[src/rtl/core/cnms_pkg.sv]
package cnms_pkg;

	// field widths
	localparam int YEAR_W    = 12;
	localparam int MONTH_W   = 4;
	localparam int MDAY_W    = 5;
	localparam int HOUR_W    = 5;
	localparam int MINUTE_W  = 6;
	localparam int SECOND_W  = 6;
	localparam int WDAY_W    = 3;

	// configuration port
	localparam int CFG_IDX_W  = 4;
	localparam int CFG_DATA_W = 60;

	localparam logic [CFG_IDX_W-1:0] REG_SECOND_MASK  = 4'd0;
	localparam logic [CFG_IDX_W-1:0] REG_MINUTE_MASK  = 4'd1;
	localparam logic [CFG_IDX_W-1:0] REG_HOUR_MASK    = 4'd2;
	localparam logic [CFG_IDX_W-1:0] REG_MONTH_MASK   = 4'd3;
	localparam logic [CFG_IDX_W-1:0] REG_MDAY_MASK    = 4'd4;
	localparam logic [CFG_IDX_W-1:0] REG_WEEKDAY_MASK = 4'd5;
	localparam logic [CFG_IDX_W-1:0] REG_DAY_SELECT   = 4'd6;
	localparam logic [CFG_IDX_W-1:0] REG_TARGET_YEAR  = 4'd7;

	// calendar
	localparam int LAST_YEAR_DEF = 2037;
	localparam logic [YEAR_W-1:0]  FIRST_YEAR    = 12'd1970;
	localparam logic [WDAY_W-1:0]  FIRST_JAN1_WD = 3'd4;   // jan 1 1970 is a thursday
	localparam logic [6:0]         FIRST_MOD100  = 7'd70;
	localparam logic [8:0]         FIRST_MOD400  = 9'd370;
	localparam logic [MONTH_W-1:0] MONTH_FEB     = 4'd1;
	localparam logic [MONTH_W-1:0] MONTH_DEC     = 4'd11;

	function automatic logic [MDAY_W-1:0] days_in_month(input logic [MONTH_W-1:0] m,
		input logic leap);
		logic [MDAY_W-1:0] d;
		case (m)
			4'd1: d = leap ? 5'd29 : 5'd28;
			4'd3, 4'd5, 4'd8, 4'd10: d = 5'd30;
			default: d = 5'd31;
		endcase
		return d;
	endfunction

	// weekday shift from the first of a month to the first of the next
	function automatic logic [WDAY_W-1:0] month_shift(input logic [MDAY_W-1:0] dim);
		logic [WDAY_W-1:0] s;
		case (dim)
			5'd29: s = 3'd1;
			5'd30: s = 3'd2;
			5'd31: s = 3'd3;
			default: s = 3'd0;
		endcase
		return s;
	endfunction

	function automatic logic [WDAY_W-1:0] add_mod7(input logic [WDAY_W-1:0] a,
		input logic [WDAY_W-1:0] b);
		logic [WDAY_W:0] s;
		s = {1'b0, a} + {1'b0, b};
		if (s >= 4'd7)
			s = s - 4'd7;
		return s[WDAY_W-1:0];
	endfunction

	// lowest set bit at or above from: {hit, index}
	function automatic logic [6:0] first_set(input logic [63:0] v, input logic [6:0] from);
		logic [63:0] masked;
		logic [6:0]  r;
		masked = v & ({64{1'b1}} << from);
		r = 7'd0;
		for (int i = 63; i >= 0; i--) begin
			if (masked[i])
				r = {1'b1, 6'(i)};
		end
		return r;
	endfunction

endpackage

[src/rtl/core/cron_next_match_search_top.sv]
// next cron match search: a transaction on the input channel carries a broken-down
// utc time; the block answers with one transaction holding the earliest later time
// whose second, minute, hour and month are enabled in their masks, whose date passes
// the day rule (day-of-month list, weekday list, their union, or every day) and whose
// year is at most LAST_YEAR (and equal to target_year when that is nonzero). found is
// 0 with all other fields zero when nothing matches. one shared priority encoder
// finds the first enabled second, minute and hour and the first ones after the current
// time fields; then a small sequencer steps the year from 1970 up to the start year
// (for the jan 1 weekday and leap tracking), walks months and days, and writes the
// result. the block takes one search at a time; the next may start while the last
// result waits on out_ready. configuration writes are meant for idle periods only.
module cron_next_match_search_top #(
	parameter int LAST_YEAR = cnms_pkg::LAST_YEAR_DEF
) (
	input  logic                               clk,
	input  logic                               arst_n,
	// configuration
	input  logic                               cfg_we,
	input  logic [cnms_pkg::CFG_IDX_W-1:0]     cfg_index,
	input  logic [cnms_pkg::CFG_DATA_W-1:0]    cfg_data,
	// input channel
	input  logic                               in_valid,
	output logic                               in_ready,
	input  logic [cnms_pkg::YEAR_W-1:0]        now_year,
	input  logic [cnms_pkg::MONTH_W-1:0]       now_month,
	input  logic [cnms_pkg::MDAY_W-1:0]        now_mday,
	input  logic [cnms_pkg::HOUR_W-1:0]        now_hour,
	input  logic [cnms_pkg::MINUTE_W-1:0]      now_minute,
	input  logic [cnms_pkg::SECOND_W-1:0]      now_second,
	// output channel
	output logic                               out_valid,
	input  logic                               out_ready,
	output logic                               found,
	output logic [cnms_pkg::YEAR_W-1:0]        next_year,
	output logic [cnms_pkg::MONTH_W-1:0]       next_month,
	output logic [cnms_pkg::MDAY_W-1:0]        next_mday,
	output logic [cnms_pkg::HOUR_W-1:0]        next_hour,
	output logic [cnms_pkg::MINUTE_W-1:0]      next_minute,
	output logic [cnms_pkg::SECOND_W-1:0]      next_second
);

	// sequencer states
	localparam logic [2:0] ST_IDLE   = 3'd0;
	localparam logic [2:0] ST_FIND   = 3'd1;  // shared encoder setup
	localparam logic [2:0] ST_YINIT  = 3'd2;  // step year up to the start year
	localparam logic [2:0] ST_MONTH  = 3'd3;
	localparam logic [2:0] ST_DAY    = 3'd4;
	localparam logic [2:0] ST_RESULT = 3'd5;

	// encoder jobs, one per setup cycle
	localparam logic [2:0] ENC_SEC_FIRST  = 3'd0;
	localparam logic [2:0] ENC_MIN_FIRST  = 3'd1;
	localparam logic [2:0] ENC_HOUR_FIRST = 3'd2;
	localparam logic [2:0] ENC_SEC_AFTER  = 3'd3;
	localparam logic [2:0] ENC_MIN_AFTER  = 3'd4;
	localparam logic [2:0] ENC_HOUR_AFTER = 3'd5;

	localparam logic [cnms_pkg::YEAR_W-1:0] LAST_Y = cnms_pkg::YEAR_W'(LAST_YEAR);

	// configuration registers
	logic [59:0] second_mask_q, minute_mask_q;
	logic [23:0] hour_mask_q;
	logic [11:0] month_mask_q;
	logic [30:0] mday_mask_q;
	logic [6:0]  weekday_mask_q;
	logic [1:0]  day_select_q;
	logic [cnms_pkg::YEAR_W-1:0] target_year_q;

	// control
	logic [2:0] state_q;
	logic [2:0] enc_step_q;
	logic       out_valid_q;

	// latched request
	logic [cnms_pkg::YEAR_W-1:0]   now_year_q;
	logic [cnms_pkg::MONTH_W-1:0]  now_month_q;
	logic [cnms_pkg::MDAY_W-1:0]   now_mday_q;
	logic [cnms_pkg::HOUR_W-1:0]   now_hour_q;
	logic [cnms_pkg::MINUTE_W-1:0] now_minute_q;
	logic [cnms_pkg::SECOND_W-1:0] now_second_q;

	// encoder results
	logic [5:0] fs_q, fm_q, fh_q, ts_q, tm_q, th_q;
	logic       fs_hit_q, fm_hit_q, fh_hit_q, ts_hit_q, tm_hit_q, th_hit_q;

	// walk position
	logic [cnms_pkg::YEAR_W-1:0]  y_q, y_start_q, y_end_q;
	logic [cnms_pkg::MONTH_W-1:0] m_q;
	logic [cnms_pkg::MDAY_W-1:0]  d_q;
	logic [cnms_pkg::WDAY_W-1:0]  wd_m1_q;   // weekday of the 1st of month m_q
	logic [cnms_pkg::WDAY_W-1:0]  wd_d_q;    // weekday of day d_q
	logic [6:0]                   mod100_q;
	logic [8:0]                   mod400_q;

	// pending result
	logic                          res_found_q;
	logic [cnms_pkg::YEAR_W-1:0]   res_year_q;
	logic [cnms_pkg::MONTH_W-1:0]  res_month_q;
	logic [cnms_pkg::MDAY_W-1:0]   res_mday_q;
	logic [cnms_pkg::HOUR_W-1:0]   res_hour_q;
	logic [cnms_pkg::MINUTE_W-1:0] res_minute_q;
	logic [cnms_pkg::SECOND_W-1:0] res_second_q;

	// output register
	logic                          found_q;
	logic [cnms_pkg::YEAR_W-1:0]   next_year_q;
	logic [cnms_pkg::MONTH_W-1:0]  next_month_q;
	logic [cnms_pkg::MDAY_W-1:0]   next_mday_q;
	logic [cnms_pkg::HOUR_W-1:0]   next_hour_q;
	logic [cnms_pkg::MINUTE_W-1:0] next_minute_q;
	logic [cnms_pkg::SECOND_W-1:0] next_second_q;

	// ---------------------------------------------------------------- combinational
	logic        accept;
	logic [63:0] enc_vec;
	logic [6:0]  enc_from;
	logic [6:0]  enc_res;

	logic                         find_done, setup_fail;
	logic [cnms_pkg::YEAR_W-1:0]  ny_clamp, y0, y1;
	logic                         tgt_set, tgt_bad;

	logic                         leap;
	logic [cnms_pkg::MDAY_W-1:0]  dim;
	logic [cnms_pkg::WDAY_W-1:0]  wd_m1_nx;
	logic [6:0]                   mod100_nx;
	logic [8:0]                   mod400_nx;

	logic                         ny_eq, month_ok, before_now, start_date;
	logic                         dom_bit, wd_bit, day_ok;
	logic                         day_hit, adv_month, search_end, yinit_done;
	logic [23:0]                  hm_sh;
	logic [59:0]                  mm_sh;
	logic [11:0]                  mo_sh;
	logic                         cur_h_ok, cur_m_ok;
	logic                         ta_ok;
	logic [cnms_pkg::HOUR_W-1:0]   ta_h;
	logic [cnms_pkg::MINUTE_W-1:0] ta_m;
	logic [cnms_pkg::SECOND_W-1:0] ta_s;
	logic                         out_load;

	assign in_ready = (state_q == ST_IDLE);
	assign accept   = in_valid && in_ready;

	// shared priority encoder input select
	always_comb begin
		enc_vec  = 64'd0;
		enc_from = 7'd0;
		case (enc_step_q)
			ENC_SEC_FIRST:  enc_vec = {4'd0, second_mask_q};
			ENC_MIN_FIRST:  enc_vec = {4'd0, minute_mask_q};
			ENC_HOUR_FIRST: enc_vec = {40'd0, hour_mask_q};
			ENC_SEC_AFTER: begin
				enc_vec  = {4'd0, second_mask_q};
				enc_from = {1'b0, now_second_q} + 7'd1;
			end
			ENC_MIN_AFTER: begin
				enc_vec  = {4'd0, minute_mask_q};
				enc_from = {1'b0, now_minute_q} + 7'd1;
			end
			ENC_HOUR_AFTER: begin
				enc_vec  = {40'd0, hour_mask_q};
				enc_from = {2'd0, now_hour_q} + 7'd1;
			end
			default: begin
				enc_vec  = 64'd0;
				enc_from = 7'd0;
			end
		endcase
	end

	assign enc_res = cnms_pkg::first_set(enc_vec, enc_from);

	// year range of the search
	assign ny_clamp   = (now_year_q < cnms_pkg::FIRST_YEAR) ? cnms_pkg::FIRST_YEAR : now_year_q;
	assign tgt_set    = (target_year_q != '0);
	assign tgt_bad    = tgt_set && (target_year_q < ny_clamp);
	assign y0         = tgt_set ? target_year_q : ny_clamp;
	assign y1         = (tgt_set && (target_year_q < LAST_Y)) ? target_year_q : LAST_Y;
	assign find_done  = (state_q == ST_FIND) && (enc_step_q == ENC_HOUR_AFTER);
	assign setup_fail = (month_mask_q == '0) || !fs_hit_q || !fm_hit_q || !fh_hit_q
		|| tgt_bad || (y0 > y1);

	// calendar tracking
	assign leap      = (y_q[1:0] == 2'b00) && ((mod100_q != 7'd0) || (mod400_q == 9'd0));
	assign dim       = cnms_pkg::days_in_month(m_q, leap);
	assign wd_m1_nx  = cnms_pkg::add_mod7(wd_m1_q, cnms_pkg::month_shift(dim));
	assign mod100_nx = (mod100_q == 7'd99) ? 7'd0 : mod100_q + 7'd1;
	assign mod400_nx = (mod400_q == 9'd399) ? 9'd0 : mod400_q + 9'd1;
	assign yinit_done = (state_q == ST_YINIT) && (y_q == y_start_q);

	// month and day qualification
	assign mo_sh      = month_mask_q >> m_q;
	assign ny_eq      = (y_q == now_year_q);
	assign month_ok   = mo_sh[0] && !(ny_eq && (m_q < now_month_q));
	assign before_now = ny_eq && (m_q == now_month_q) && (d_q < now_mday_q);
	assign start_date = ny_eq && (m_q == now_month_q) && (d_q == now_mday_q);
	assign dom_bit    = day_select_q[0] && mday_mask_q[d_q - 5'd1];
	assign wd_bit     = day_select_q[1] && weekday_mask_q[wd_d_q];
	assign day_ok     = (day_select_q == 2'b00) || dom_bit || wd_bit;

	// first enabled time after now, on the starting date
	assign hm_sh    = hour_mask_q >> now_hour_q;
	assign mm_sh    = minute_mask_q >> now_minute_q;
	assign cur_h_ok = (now_hour_q < 5'd24) && hm_sh[0];
	assign cur_m_ok = (now_minute_q < 6'd60) && mm_sh[0];

	always_comb begin
		ta_ok = 1'b0;
		ta_h  = '0;
		ta_m  = '0;
		ta_s  = '0;
		if (cur_h_ok && cur_m_ok && ts_hit_q) begin
			ta_ok = 1'b1;
			ta_h  = now_hour_q;
			ta_m  = now_minute_q;
			ta_s  = ts_q;
		end else if (cur_h_ok && tm_hit_q) begin
			ta_ok = 1'b1;
			ta_h  = now_hour_q;
			ta_m  = tm_q;
			ta_s  = fs_q;
		end else if (th_hit_q) begin
			ta_ok = 1'b1;
			ta_h  = th_q[cnms_pkg::HOUR_W-1:0];
			ta_m  = fm_q;
			ta_s  = fs_q;
		end
	end

	assign day_hit    = (state_q == ST_DAY) && !before_now && day_ok && (!start_date || ta_ok);
	assign adv_month  = ((state_q == ST_MONTH) && !month_ok)
		|| ((state_q == ST_DAY) && !day_hit && (d_q == dim));
	assign search_end = adv_month && (m_q == cnms_pkg::MONTH_DEC) && (y_q == y_end_q);
	assign out_load   = (state_q == ST_RESULT) && (!out_valid_q || out_ready);

	// ---------------------------------------------------------------- control
	always_ff @(posedge clk or negedge arst_n) begin
		if (!arst_n) begin
			state_q        <= ST_IDLE;
			enc_step_q     <= ENC_SEC_FIRST;
			out_valid_q    <= 1'b0;
			second_mask_q  <= {60{1'b1}};
			minute_mask_q  <= {60{1'b1}};
			hour_mask_q    <= {24{1'b1}};
			month_mask_q   <= {12{1'b1}};
			mday_mask_q    <= '0;
			weekday_mask_q <= '0;
			day_select_q   <= '0;
			target_year_q  <= '0;
		end else begin
			if (cfg_we) begin
				case (cfg_index)
					cnms_pkg::REG_SECOND_MASK:  second_mask_q  <= cfg_data[59:0];
					cnms_pkg::REG_MINUTE_MASK:  minute_mask_q  <= cfg_data[59:0];
					cnms_pkg::REG_HOUR_MASK:    hour_mask_q    <= cfg_data[23:0];
					cnms_pkg::REG_MONTH_MASK:   month_mask_q   <= cfg_data[11:0];
					cnms_pkg::REG_MDAY_MASK:    mday_mask_q    <= cfg_data[30:0];
					cnms_pkg::REG_WEEKDAY_MASK: weekday_mask_q <= cfg_data[6:0];
					cnms_pkg::REG_DAY_SELECT:   day_select_q   <= cfg_data[1:0];
					cnms_pkg::REG_TARGET_YEAR:  target_year_q  <= cfg_data[11:0];
					default: ;
				endcase
			end

			if (out_load)
				out_valid_q <= 1'b1;
			else if (out_ready)
				out_valid_q <= 1'b0;

			case (state_q)
				ST_IDLE: begin
					if (accept) begin
						state_q    <= ST_FIND;
						enc_step_q <= ENC_SEC_FIRST;
					end
				end
				ST_FIND: begin
					enc_step_q <= enc_step_q + 3'd1;
					if (find_done)
						state_q <= setup_fail ? ST_RESULT : ST_YINIT;
				end
				ST_YINIT: begin
					if (yinit_done)
						state_q <= ST_MONTH;
				end
				ST_MONTH: begin
					if (month_ok)
						state_q <= ST_DAY;
					else if (search_end)
						state_q <= ST_RESULT;
				end
				ST_DAY: begin
					if (day_hit || search_end)
						state_q <= ST_RESULT;
					else if (adv_month)
						state_q <= ST_MONTH;
				end
				ST_RESULT: begin
					if (out_load)
						state_q <= ST_IDLE;
				end
				default: state_q <= ST_IDLE;
			endcase
		end
	end

	// ---------------------------------------------------------------- datapath
	always_ff @(posedge clk) begin
		if (accept) begin
			now_year_q   <= now_year;
			now_month_q  <= now_month;
			now_mday_q   <= now_mday;
			now_hour_q   <= now_hour;
			now_minute_q <= now_minute;
			now_second_q <= now_second;
		end

		if (state_q == ST_FIND) begin
			case (enc_step_q)
				ENC_SEC_FIRST:  {fs_hit_q, fs_q} <= enc_res;
				ENC_MIN_FIRST:  {fm_hit_q, fm_q} <= enc_res;
				ENC_HOUR_FIRST: {fh_hit_q, fh_q} <= enc_res;
				ENC_SEC_AFTER:  {ts_hit_q, ts_q} <= enc_res;
				ENC_MIN_AFTER:  {tm_hit_q, tm_q} <= enc_res;
				ENC_HOUR_AFTER: {th_hit_q, th_q} <= enc_res;
				default: ;
			endcase
		end

		if (find_done) begin
			y_q       <= cnms_pkg::FIRST_YEAR;
			wd_m1_q   <= cnms_pkg::FIRST_JAN1_WD;
			mod100_q  <= cnms_pkg::FIRST_MOD100;
			mod400_q  <= cnms_pkg::FIRST_MOD400;
			y_start_q <= y0;
			y_end_q   <= y1;
		end

		// step jan 1 weekday year by year
		if (state_q == ST_YINIT) begin
			if (yinit_done) begin
				m_q <= '0;
			end else begin
				wd_m1_q  <= cnms_pkg::add_mod7(wd_m1_q, leap ? 3'd2 : 3'd1);
				y_q      <= y_q + 12'd1;
				mod100_q <= mod100_nx;
				mod400_q <= mod400_nx;
			end
		end

		if ((state_q == ST_MONTH) && month_ok) begin
			d_q    <= 5'd1;
			wd_d_q <= wd_m1_q;
		end

		if ((state_q == ST_DAY) && !day_hit && (d_q != dim)) begin
			d_q    <= d_q + 5'd1;
			wd_d_q <= cnms_pkg::add_mod7(wd_d_q, 3'd1);
		end

		if (adv_month) begin
			wd_m1_q <= wd_m1_nx;
			if (m_q == cnms_pkg::MONTH_DEC) begin
				m_q      <= '0;
				y_q      <= y_q + 12'd1;
				mod100_q <= mod100_nx;
				mod400_q <= mod400_nx;
			end else begin
				m_q <= m_q + 4'd1;
			end
		end

		// pending result: zeros unless a date hit
		if ((find_done && setup_fail) || search_end || day_hit) begin
			res_found_q  <= day_hit;
			res_year_q   <= day_hit ? y_q : '0;
			res_month_q  <= day_hit ? m_q : '0;
			res_mday_q   <= day_hit ? d_q : '0;
			res_hour_q   <= !day_hit ? '0 : start_date ? ta_h : fh_q[cnms_pkg::HOUR_W-1:0];
			res_minute_q <= !day_hit ? '0 : start_date ? ta_m : fm_q;
			res_second_q <= !day_hit ? '0 : start_date ? ta_s : fs_q;
		end

		if (out_load) begin
			found_q       <= res_found_q;
			next_year_q   <= res_year_q;
			next_month_q  <= res_month_q;
			next_mday_q   <= res_mday_q;
			next_hour_q   <= res_hour_q;
			next_minute_q <= res_minute_q;
			next_second_q <= res_second_q;
		end
	end

	assign out_valid   = out_valid_q;
	assign found       = found_q;
	assign next_year   = next_year_q;
	assign next_month  = next_month_q;
	assign next_mday   = next_mday_q;
	assign next_hour   = next_hour_q;
	assign next_minute = next_minute_q;
	assign next_second = next_second_q;

	// ---------------------------------------------------------------- checks
	// a miss carries an all-zero time
	a_miss_zero: assert property (@(posedge clk) disable iff (!arst_n)
		(out_valid && !found) |-> (next_year == '0 && next_month == '0 && next_mday == '0
			&& next_hour == '0 && next_minute == '0 && next_second == '0))
		else $error("miss transaction with nonzero time");

	// a hit lands on enabled second, minute, hour and month
	a_hit_masks: assert property (@(posedge clk) disable iff (!arst_n)
		(out_valid && found) |-> (next_month < 4'd12 && next_hour < 5'd24
			&& next_minute < 6'd60 && next_second < 6'd60
			&& month_mask_q[next_month] && hour_mask_q[next_hour]
			&& minute_mask_q[next_minute] && second_mask_q[next_second]))
		else $error("hit on a disabled time field");

	// the day walk stays inside the current month
	a_day_range: assert property (@(posedge clk) disable iff (!arst_n)
		(state_q == ST_DAY) |-> (d_q >= 5'd1 && d_q <= dim && m_q < 4'd12))
		else $error("day walk out of month");

	// the walk never passes the end year
	a_year_bound: assert property (@(posedge clk) disable iff (!arst_n)
		(state_q == ST_MONTH || state_q == ST_DAY) |-> (y_q <= y_end_q && y_q >= y_start_q))
		else $error("walk outside year range");

	// an accepted transaction keeps the block busy
	a_busy: assert property (@(posedge clk) disable iff (!arst_n)
		accept |=> (!in_ready && state_q == ST_FIND))
		else $error("not busy after accept");

endmodule

[config.mk]
export PLATFORM = sky130hd
export DESIGN_NAME = cron_next_match_search_top
export DESIGN_NICKNAME = d
export VERILOG_FILES = /design/src/rtl/core/cnms_pkg.sv /design/src/rtl/core/cron_next_match_search_top.sv
export SDC_FILE = /design/constraint.sdc
export NUM_CORES = 1
export LEC_CHECK = 0
export BUFFER_PORTS_ARGS = -buffer_cell sky130_fd_sc_hd__buf_2
export CAP_MARGIN = 20
export CORE_MARGIN = 10
export CORE_UTILIZATION = 40
export DETAILED_ROUTE_END_ITERATION = 8
export PLACE_DENSITY = 0.58
export SLEW_MARGIN = 10
export SYNTH_ARGS = -nofsm -noshare
export SYNTH_HDL_FRONTEND = slang
export SYNTH_SLANG_ARGS = --single-unit
[constraint.sdc]
create_clock -name clk -period 5.8 [get_ports clk]
set_input_delay 0.29 -clock clk [delete_from_list [all_inputs] [get_ports clk]]
set_output_delay 0.29 -clock clk [all_outputs]
set_load 0.005 [all_outputs]
==> results.sh, run 1 <==
export IMPL_yosysTopAreaCellShare=0.2521
export IMPL_synth_area_um2=22870
export IMPL_numCtsBuffers=49
export IMPL_dr_first_iter_drc_count=1583
export IMPL_place_inst=2783
export IMPL_ys_top_cells_by_area="edfxtp_1, dfstp_2, mux2_2"
export IMPL_num_rows=87
export IMPL_tritoncts="done"
export IMPL_startpoint_type="register"
export IMPL_coreArea_um2=56500
export IMPL_pwr_density_cell_nw_per_um2=503.6
export IMPL_power_frac_seq=0.355
export IMPL_drive_gt1_frac=0.3167
export IMPL_clkPwrFrac=0.234
export IMPL_ff2ff_path_depth=15
export IMPL_tns_ns=0
export IMPL_grtUsageTotal=0.1964
export IMPL_clockRootBuffer="clkbuf_16"
export IMPL_path_clk_slew_ns=0.06
export IMPL_areaGrowthSynthToFinish_pct=18.09
export IMPL_drv_cap=0
export IMPL_cts_sinks=438
export IMPL_yosysTopAreaCell="edfxtp_1"
export IMPL_multiInputGateArea_um2=10290
export IMPL_seq_area_um2=11960
export IMPL_syn_num_nets=2116
export IMPL_reg2reg_slack_ns=0.44
export IMPL_ios=148
export IMPL_peakVddDrop_mv=0.2807
export IMPL_worstHoldEndpoint="second_mask_q[30]$_DFFE_PN1P_"
export IMPL_post_drt_wl_per_cell_um=22.82
export IMPL_critical_path_class="reg2reg"
export IMPL_rsz0062_at_grt="false"
export IMPL_dp_hpwl_um=48190
export IMPL_worst_pin_slew_ns=1.012
export IMPL_combPwrFrac=0.411
export IMPL_fp_dieH_um=259.1
export IMPL_min_delay_start="cfg_data[30]"
export IMPL_slew_headroom=0.3243
export IMPL_synth_edff_count=192
export IMPL_hold_class="in2reg"
export IMPL_path_max_fanout=17
export IMPL_grt_max_degree=165
export IMPL_vias_per_cell=5.798
export IMPL_hold_violations=0
export IMPL_ys_top_cells_by_count="mux2_2, edfxtp_1, dfstp_2"
export IMPL_p_sw_frac=0.3852
export IMPL_r2r_end="ts_q[0]$_DFFE_PP_"
export IMPL_synthArstFlopShare=0.4909
export IMPL_nets=2325
export IMPL_port_buffer_count=147
export IMPL_clk_path_buf_depth=3
export IMPL_grt_antenna_before_repair=5
export IMPL_grt_pass1_wl_um=103700
export IMPL_synth_most_common_cell="mux2_2"
export IMPL_endpoint_kind="register"
export IMPL_drc=0
export IMPL_yosys_most_used_dff="edfxtp_1"
export IMPL_netlist_cell_type_count=78
export IMPL_p_switching_uw=5241
export IMPL_ys_seq_area_frac=0.5229
export IMPL_dieArea_um2=67150
export IMPL_diodes=0
export IMPL_synth_seq_cells=438
export IMPL_drtPass1Iterations=6
export IMPL_worstHoldPathCells=2
export IMPL_antenna_left=0
export IMPL_yosysWarnings=0
export IMPL_gp_congestion=0.9516
export IMPL_htree_levels=2
export IMPL_skew_ns=0.02964
export IMPL_crit_required_ns=6.10
export IMPL_p_leak_uw=0.01053
export IMPL_status="complete, no violations"
export IMPL_fin_crit_sh=0.9246
export IMPL_initial_core_util=0.4049
export IMPL_fill_cells=5044
export IMPL_clk_latency_ns=0.60
export IMPL_final_cell_count_no_fill=2954
export IMPL_die_w_um=259.1
export IMPL_r2r_start="enc_step_q[1]$_DFFE_PN0P_"
export IMPL_grt_pass1_vias=16860
export IMPL_setup_viol=0
export IMPL_wirelength_um=67400
export IMPL_num_vias=17130
export IMPL_max_clock_freq_mhz=186.5
export IMPL_synth_area_per_cell_um2=11.74
export IMPL_critPathArrivalTime_ns=5.66
export IMPL_syn_inst=1949
export IMPL_gr_total_overflow=0
export IMPL_p_int_uw=8364
export IMPL_period_needed_ns=5.363
export IMPL_post_cts_setup_buffer_count=0
export IMPL_maxSlewViolCount=0
-- sequential cells by signal, indices dropped and copies added (netlist names), 7 cells and up --
signal          count
mod100_q            7
res_year_q         12
mod400_q            9
next_year          12
hour_mask_q        24
weekday_mask_q      7
y_q                12
second_mask_q      60
target_year_q      12
mday_mask_q        31
y_start_q          12
y_end_q            12
month_mask_q       12
now_year_q         12
minute_mask_q      60
-- power groups by stage --
| stage | sequential [µW] | clock (µW) | combinational (µW) |
|---|---|---|---|
| finish | 4830 | 3180 | 5590 |
| global route | 4910 | 3380 | 6060 |
| CTS | 4830 | 3260 | 5460 |
| detailed placement | 4880 | 0 | 5390 |
| global placement | 4860 | 0 | 5360 |
| floorplan | 4690 | 0 | 3700 |
-- timing repair --
item                                   CTS  global route
setup endpoints to repair                0             6
endpoints found under the hold margin  174             0
gates resized for setup                  0             2
hold buffers                            78             0
-- cell families after synthesis --
family,synth area share
compound gates,0.1384
xor+xnor,0.02297
mux,0.1492
other cells,0.0001639
flops,0.5229
fa+ha+maj,0.03348
buf+inv,0.02899
simple gates,0.1039
-- cells in the final DEF, fill, tap and decap left out, types with 19 or more instances in the layout --
master,n
mux4_2,38
nand2_1,124
a211oi_1,25
xor2_1,40
inv_1,53
xnor2_1,20
clkbuf_16,52
mux2_2,211
dlygate4sd3_1,78
buf_2,146
edfxtp_1,192
nand3_1,55
o21ai_0,110
dfstp_2,156
nand4_1,19
dfxtp_1,31
a21oi_1,71
a22o_1,23
buf_4,47
and3_1,26
ha_1,58
a31oi_1,27
dfrtp_1,59
nor2_1,106
a22oi_1,37
and2_1,19
nor3_1,40
-- layout make-up --
| cell class | instances | share of cell area |
|---|---|---|
| timing repair buffer | 274 | 0.07129 |
| tap | 756 | 0.03502 |
| sequential | 438 | 0.4428 |
| multi-input combinational | 1339 | 0.3811 |
| clock buffer | 72 | 0.05429 |
| clock inverter | 19 | 0.007735 |
| inverter | 56 | 0.007782 |
-- metal layers --
metal  global-route usage  part of all wire
met1               0.2834              0.46
met2               0.3038              0.45
met3              0.03411             0.066
met4              0.04288             0.016
met5                    0           0.00098
-- metrics by stage --
step / worst slack (ns) / hold slack, ns / total power (µW) / area [µm²] / utilization
floorplan: 1.100 / -0.005591 / 8389 / 22870 / -
global placement: 0.5774 / 0.2836 / 10210 / 24510 / 0.4338
detailed placement: 0.3401 / 0.2899 / 10270 / 24510 / 0.4339
CTS: 0.2957 / 0.00003147 / 13540 / 26970 / 0.4774
global route: 0.1784 / 0.008759 / 14340 / 27010 / 0.4781
finish: 0.4374 / 0.01408 / 13600 / 27010 / 0.4781
-- critical path, cell delays in order (launching register included) --
cell	delay, ns
dfrtp_1	0.40
inv_1	0.13
ha_1	0.17
and2_1	0.54
mux2_2	0.44
ha_1	0.33
a22o_1	0.16
a22oi_1	0.15
a21oi_2	0.44
nor2_1	0.20
o41ai_1	0.38
a222oi_1	0.15
or4_1	0.55
a211oi_1	0.32
o31ai_1	0.15
a21oi_1	0.55
-- how the worst max path moves through the flow --
stage	start	end	slack (ns)	cells past startpoint
2_1_floorplan	target_year_q[2]$_DFFE_PN0P_	res_found_q$_DFFE_PP_	1.10	16
3_3_place_gp	enc_step_q[1]$_DFFE_PN0P_	th_q[0]$_DFFE_PP_	0.58	15
3_5_place_dp	enc_step_q[1]$_DFFE_PN0P_	ts_q[0]$_DFFE_PP_	0.34	15
4_1_cts	enc_step_q[1]$_DFFE_PN0P_	ts_q[0]$_DFFE_PP_	0.30	15
5_1_grt	enc_step_q[1]$_DFFE_PN0P_	ts_q[0]$_DFFE_PP_	0.18	15
6_report	enc_step_q[1]$_DFFE_PN0P_	ts_q[0]$_DFFE_PP_	0.44	15
Note: power is estimated with default switching activity, not from simulation.
==> inputs of run 2 (changes only) <==
--- a/config.mk
+++ b/config.mk
@@ -10,5 +10,7 @@
 export CORE_MARGIN = 10
 export CORE_UTILIZATION = 40
+export CTS_BUF_LIST = sky130_fd_sc_hd__clkbuf_8
 export DETAILED_ROUTE_END_ITERATION = 8
+export GPL_TIMING_DRIVEN = 0
 export PLACE_DENSITY = 0.58
 export SLEW_MARGIN = 10
==> constraint.sdc (replaced) <==
create_clock -name clk -period 5.8 [get_ports clk]
set_input_delay 0.29 -clock clk [delete_from_list [all_inputs] [get_ports clk]]
set_output_delay 0.29 -clock clk [all_outputs]
set_load 0.05 [all_outputs]
==> run 2 against run 1 <==
  * First-iteration DRC count shrank 4.6%
  * Sequential power is essentially flat
  * Wire length grew 8.1%
  * Clock power shrank 7.5%
  * Cell area grew 1.3%
  * Utilization grew 0.63 points
  * Critical path type unchanged
  * Critical endpoint is now fs_q[1]$_DFFE_PP_
==> results.sh, run 2 (synthesis gave the netlist of run 1 again) <==
export IMPL_status="complete, no violations"
export IMPL_endpoint_kind="register"
export IMPL_fin_crit_sh=0.9872
export IMPL_critPathArrivalTime_ns=6.14
export IMPL_crit_required_ns=6.21
export IMPL_layout_common_cells="mux2_2, edfxtp_1, buf_2, dfstp_2, nand2_1"
export IMPL_num_rows=87
export IMPL_post_drt_wl_per_cell_um=23.53
export IMPL_use_met1=0.2941
export IMPL_holdWs_ns=0.05300
export IMPL_clk_latency_ns=0.70
export IMPL_drive_gt1_frac=0.3053
export IMPL_final_common_cell="mux2_2"
export IMPL_slew_headroom=0.2384
export IMPL_num_vias=17900
export IMPL_grt_busiest_layer="met2"
export IMPL_startpoint_type="register"
export IMPL_peakVddDrop_mv=0.2349
export IMPL_pwr_density_cell_nw_per_um2=508.4
export IMPL_coreArea_um2=56500
export IMPL_port_buffer_count=147
export IMPL_tritoncts="done"
export IMPL_tns_ns=0
export IMPL_grt_pass1_vias=17990
export IMPL_post_cts_setup_buffer_count=0
export IMPL_nets=2446
export IMPL_htree_levels=3
export IMPL_dp_hpwl_um=54000
export IMPL_hold_class="in2reg"
export IMPL_clk_path_buf_depth=3
export IMPL_grt_max_degree=117
export IMPL_diodes=0
export IMPL_place_inst=2858
export IMPL_period_needed_ns=5.726
export IMPL_hold_violations=0
export IMPL_final_cell_count_no_fill=3098
export IMPL_use_met2=0.3275
export IMPL_setup_viol=0
export IMPL_max_clock_freq_mhz=174.6
export IMPL_cts_sinks=438
export IMPL_drv_cap=0
export IMPL_vias_per_cell=5.778
export IMPL_gp_congestion=0.9627
export IMPL_worst_pin_slew_ns=1.142
export IMPL_grtUsageTotal=0.2137
export IMPL_reg2reg_slack_ns=0.07
export IMPL_grt_use_met3=0.04947
export IMPL_path_max_fanout=10
export IMPL_maxSlewViolCount=0
export IMPL_gr_total_overflow=0
export IMPL_drtPass1Iterations=8
export IMPL_numCtsBuffers=78
export IMPL_dr_first_iter_drc_count=1510
export IMPL_antenna_left=0
export IMPL_initial_core_util=0.4049
export IMPL_areaGrowthSynthToFinish_pct=19.65
export IMPL_drc=0
export IMPL_grt_pass1_wl_um=109900
export IMPL_die_w_um=259.1
export IMPL_p_leak_uw=0.01076
export IMPL_grt_antenna_before_repair=2
export IMPL_path_clk_slew_ns=0.06
export IMPL_ios=148
export IMPL_reg_top3="minute_mask_q (60), second_mask_q (60), mday_mask_q (31)"
export IMPL_clockRootBuffer="clkbuf_8"
export IMPL_skew_ns=0.04743
export IMPL_dieArea_um2=67150
export IMPL_wirelength_um=72880
export IMPL_rsz0062_at_grt="true"
export IMPL_fp_dieH_um=259.1
export IMPL_post_route_util=0.4844
export IMPL_critical_path_class="reg2reg"
-- run 2: stage by stage --
| stage | worst slack (ns) | cell area (µm²) | power [µW] |
|---|---|---|---|
| after global routing | -0.0005111 | 27370 | 14670 |
| after detailed placement | -0.7499 | 24730 | 10760 |
| after floorplan | 1.100 | 22870 | 8648 |
| after CTS | 0.003825 | 27330 | 13840 |
| final | 0.07399 | 27370 | 13910 |
| after global placement | -1.105 | 24560 | 10690 |
-- run 2: routing by layer --
metal	wire length (µm)	part of all wire
met1	32130	0.44
met2	33030	0.45
met5	0	0
met4	1690	0.023
met3	6026	0.083
-- run 2: what timing repair did --
action / in CTS / in global routing
gates resized for setup: 7 / 14
endpoints found under the setup margin: 86 / 64
hold endpoints to repair: 224 / 0
hold buffers: 96 / 0
-- run 2: critical path, stage by stage, from the launching register on --
cell	delay (ns)
edfxtp_1	0.87
clkbuf_2	0.53
mux2_2	0.29
ha_1	0.28
a22o_1	0.21
a22oi_1	0.59
a21oi_2	0.24
nor2_1	0.50
o41ai_2	0.14
a21oi_1	0.43
a21oi_1	0.15
o311ai_0	0.58
a31oi_1	0.22
o21ai_2	0.41
-- run 2: final cells by class --
type	count	area, µm²
well taps	756	945.9
clock buffers	92	1266
repair buffers	252	1859
fillers	5112	29130
inverters	56	210.2
multi-input cells	1339	10310
plain buffers	114	457.9
flip-flops and latches	438	11960
clock inverters	51	355.3
-- run 2: worst paths after layout --
path	from	endpoint	cells past startpoint
max	now_minute_q[1]$_DFFE_PP_	fs_q[1]$_DFFE_PP_	13
min reg2reg	res_hour_q[0]$_SDFFCE_PN0P_	next_hour[0]$_DFFE_PP_	0
max reg2reg	now_minute_q[1]$_DFFE_PP_	fs_q[1]$_DFFE_PP_	13
max in group asynchronous	arst_n	month_mask_q[1]$_DFFE_PN1P_	3
min in group asynchronous	arst_n	state_q[2]$_DFFE_PN0P_	2
min	cfg_data[5]	weekday_mask_q[5]$_DFFE_PN0P_	2
-- run 2: power by group --
part	internal, µW	total (µW)	switching, µW	leakage (µW)
clock	1600	2940	1340	0.000936
sequential	4380	4800	425	0.00435
combinational	2090	6170	4080	0.00547
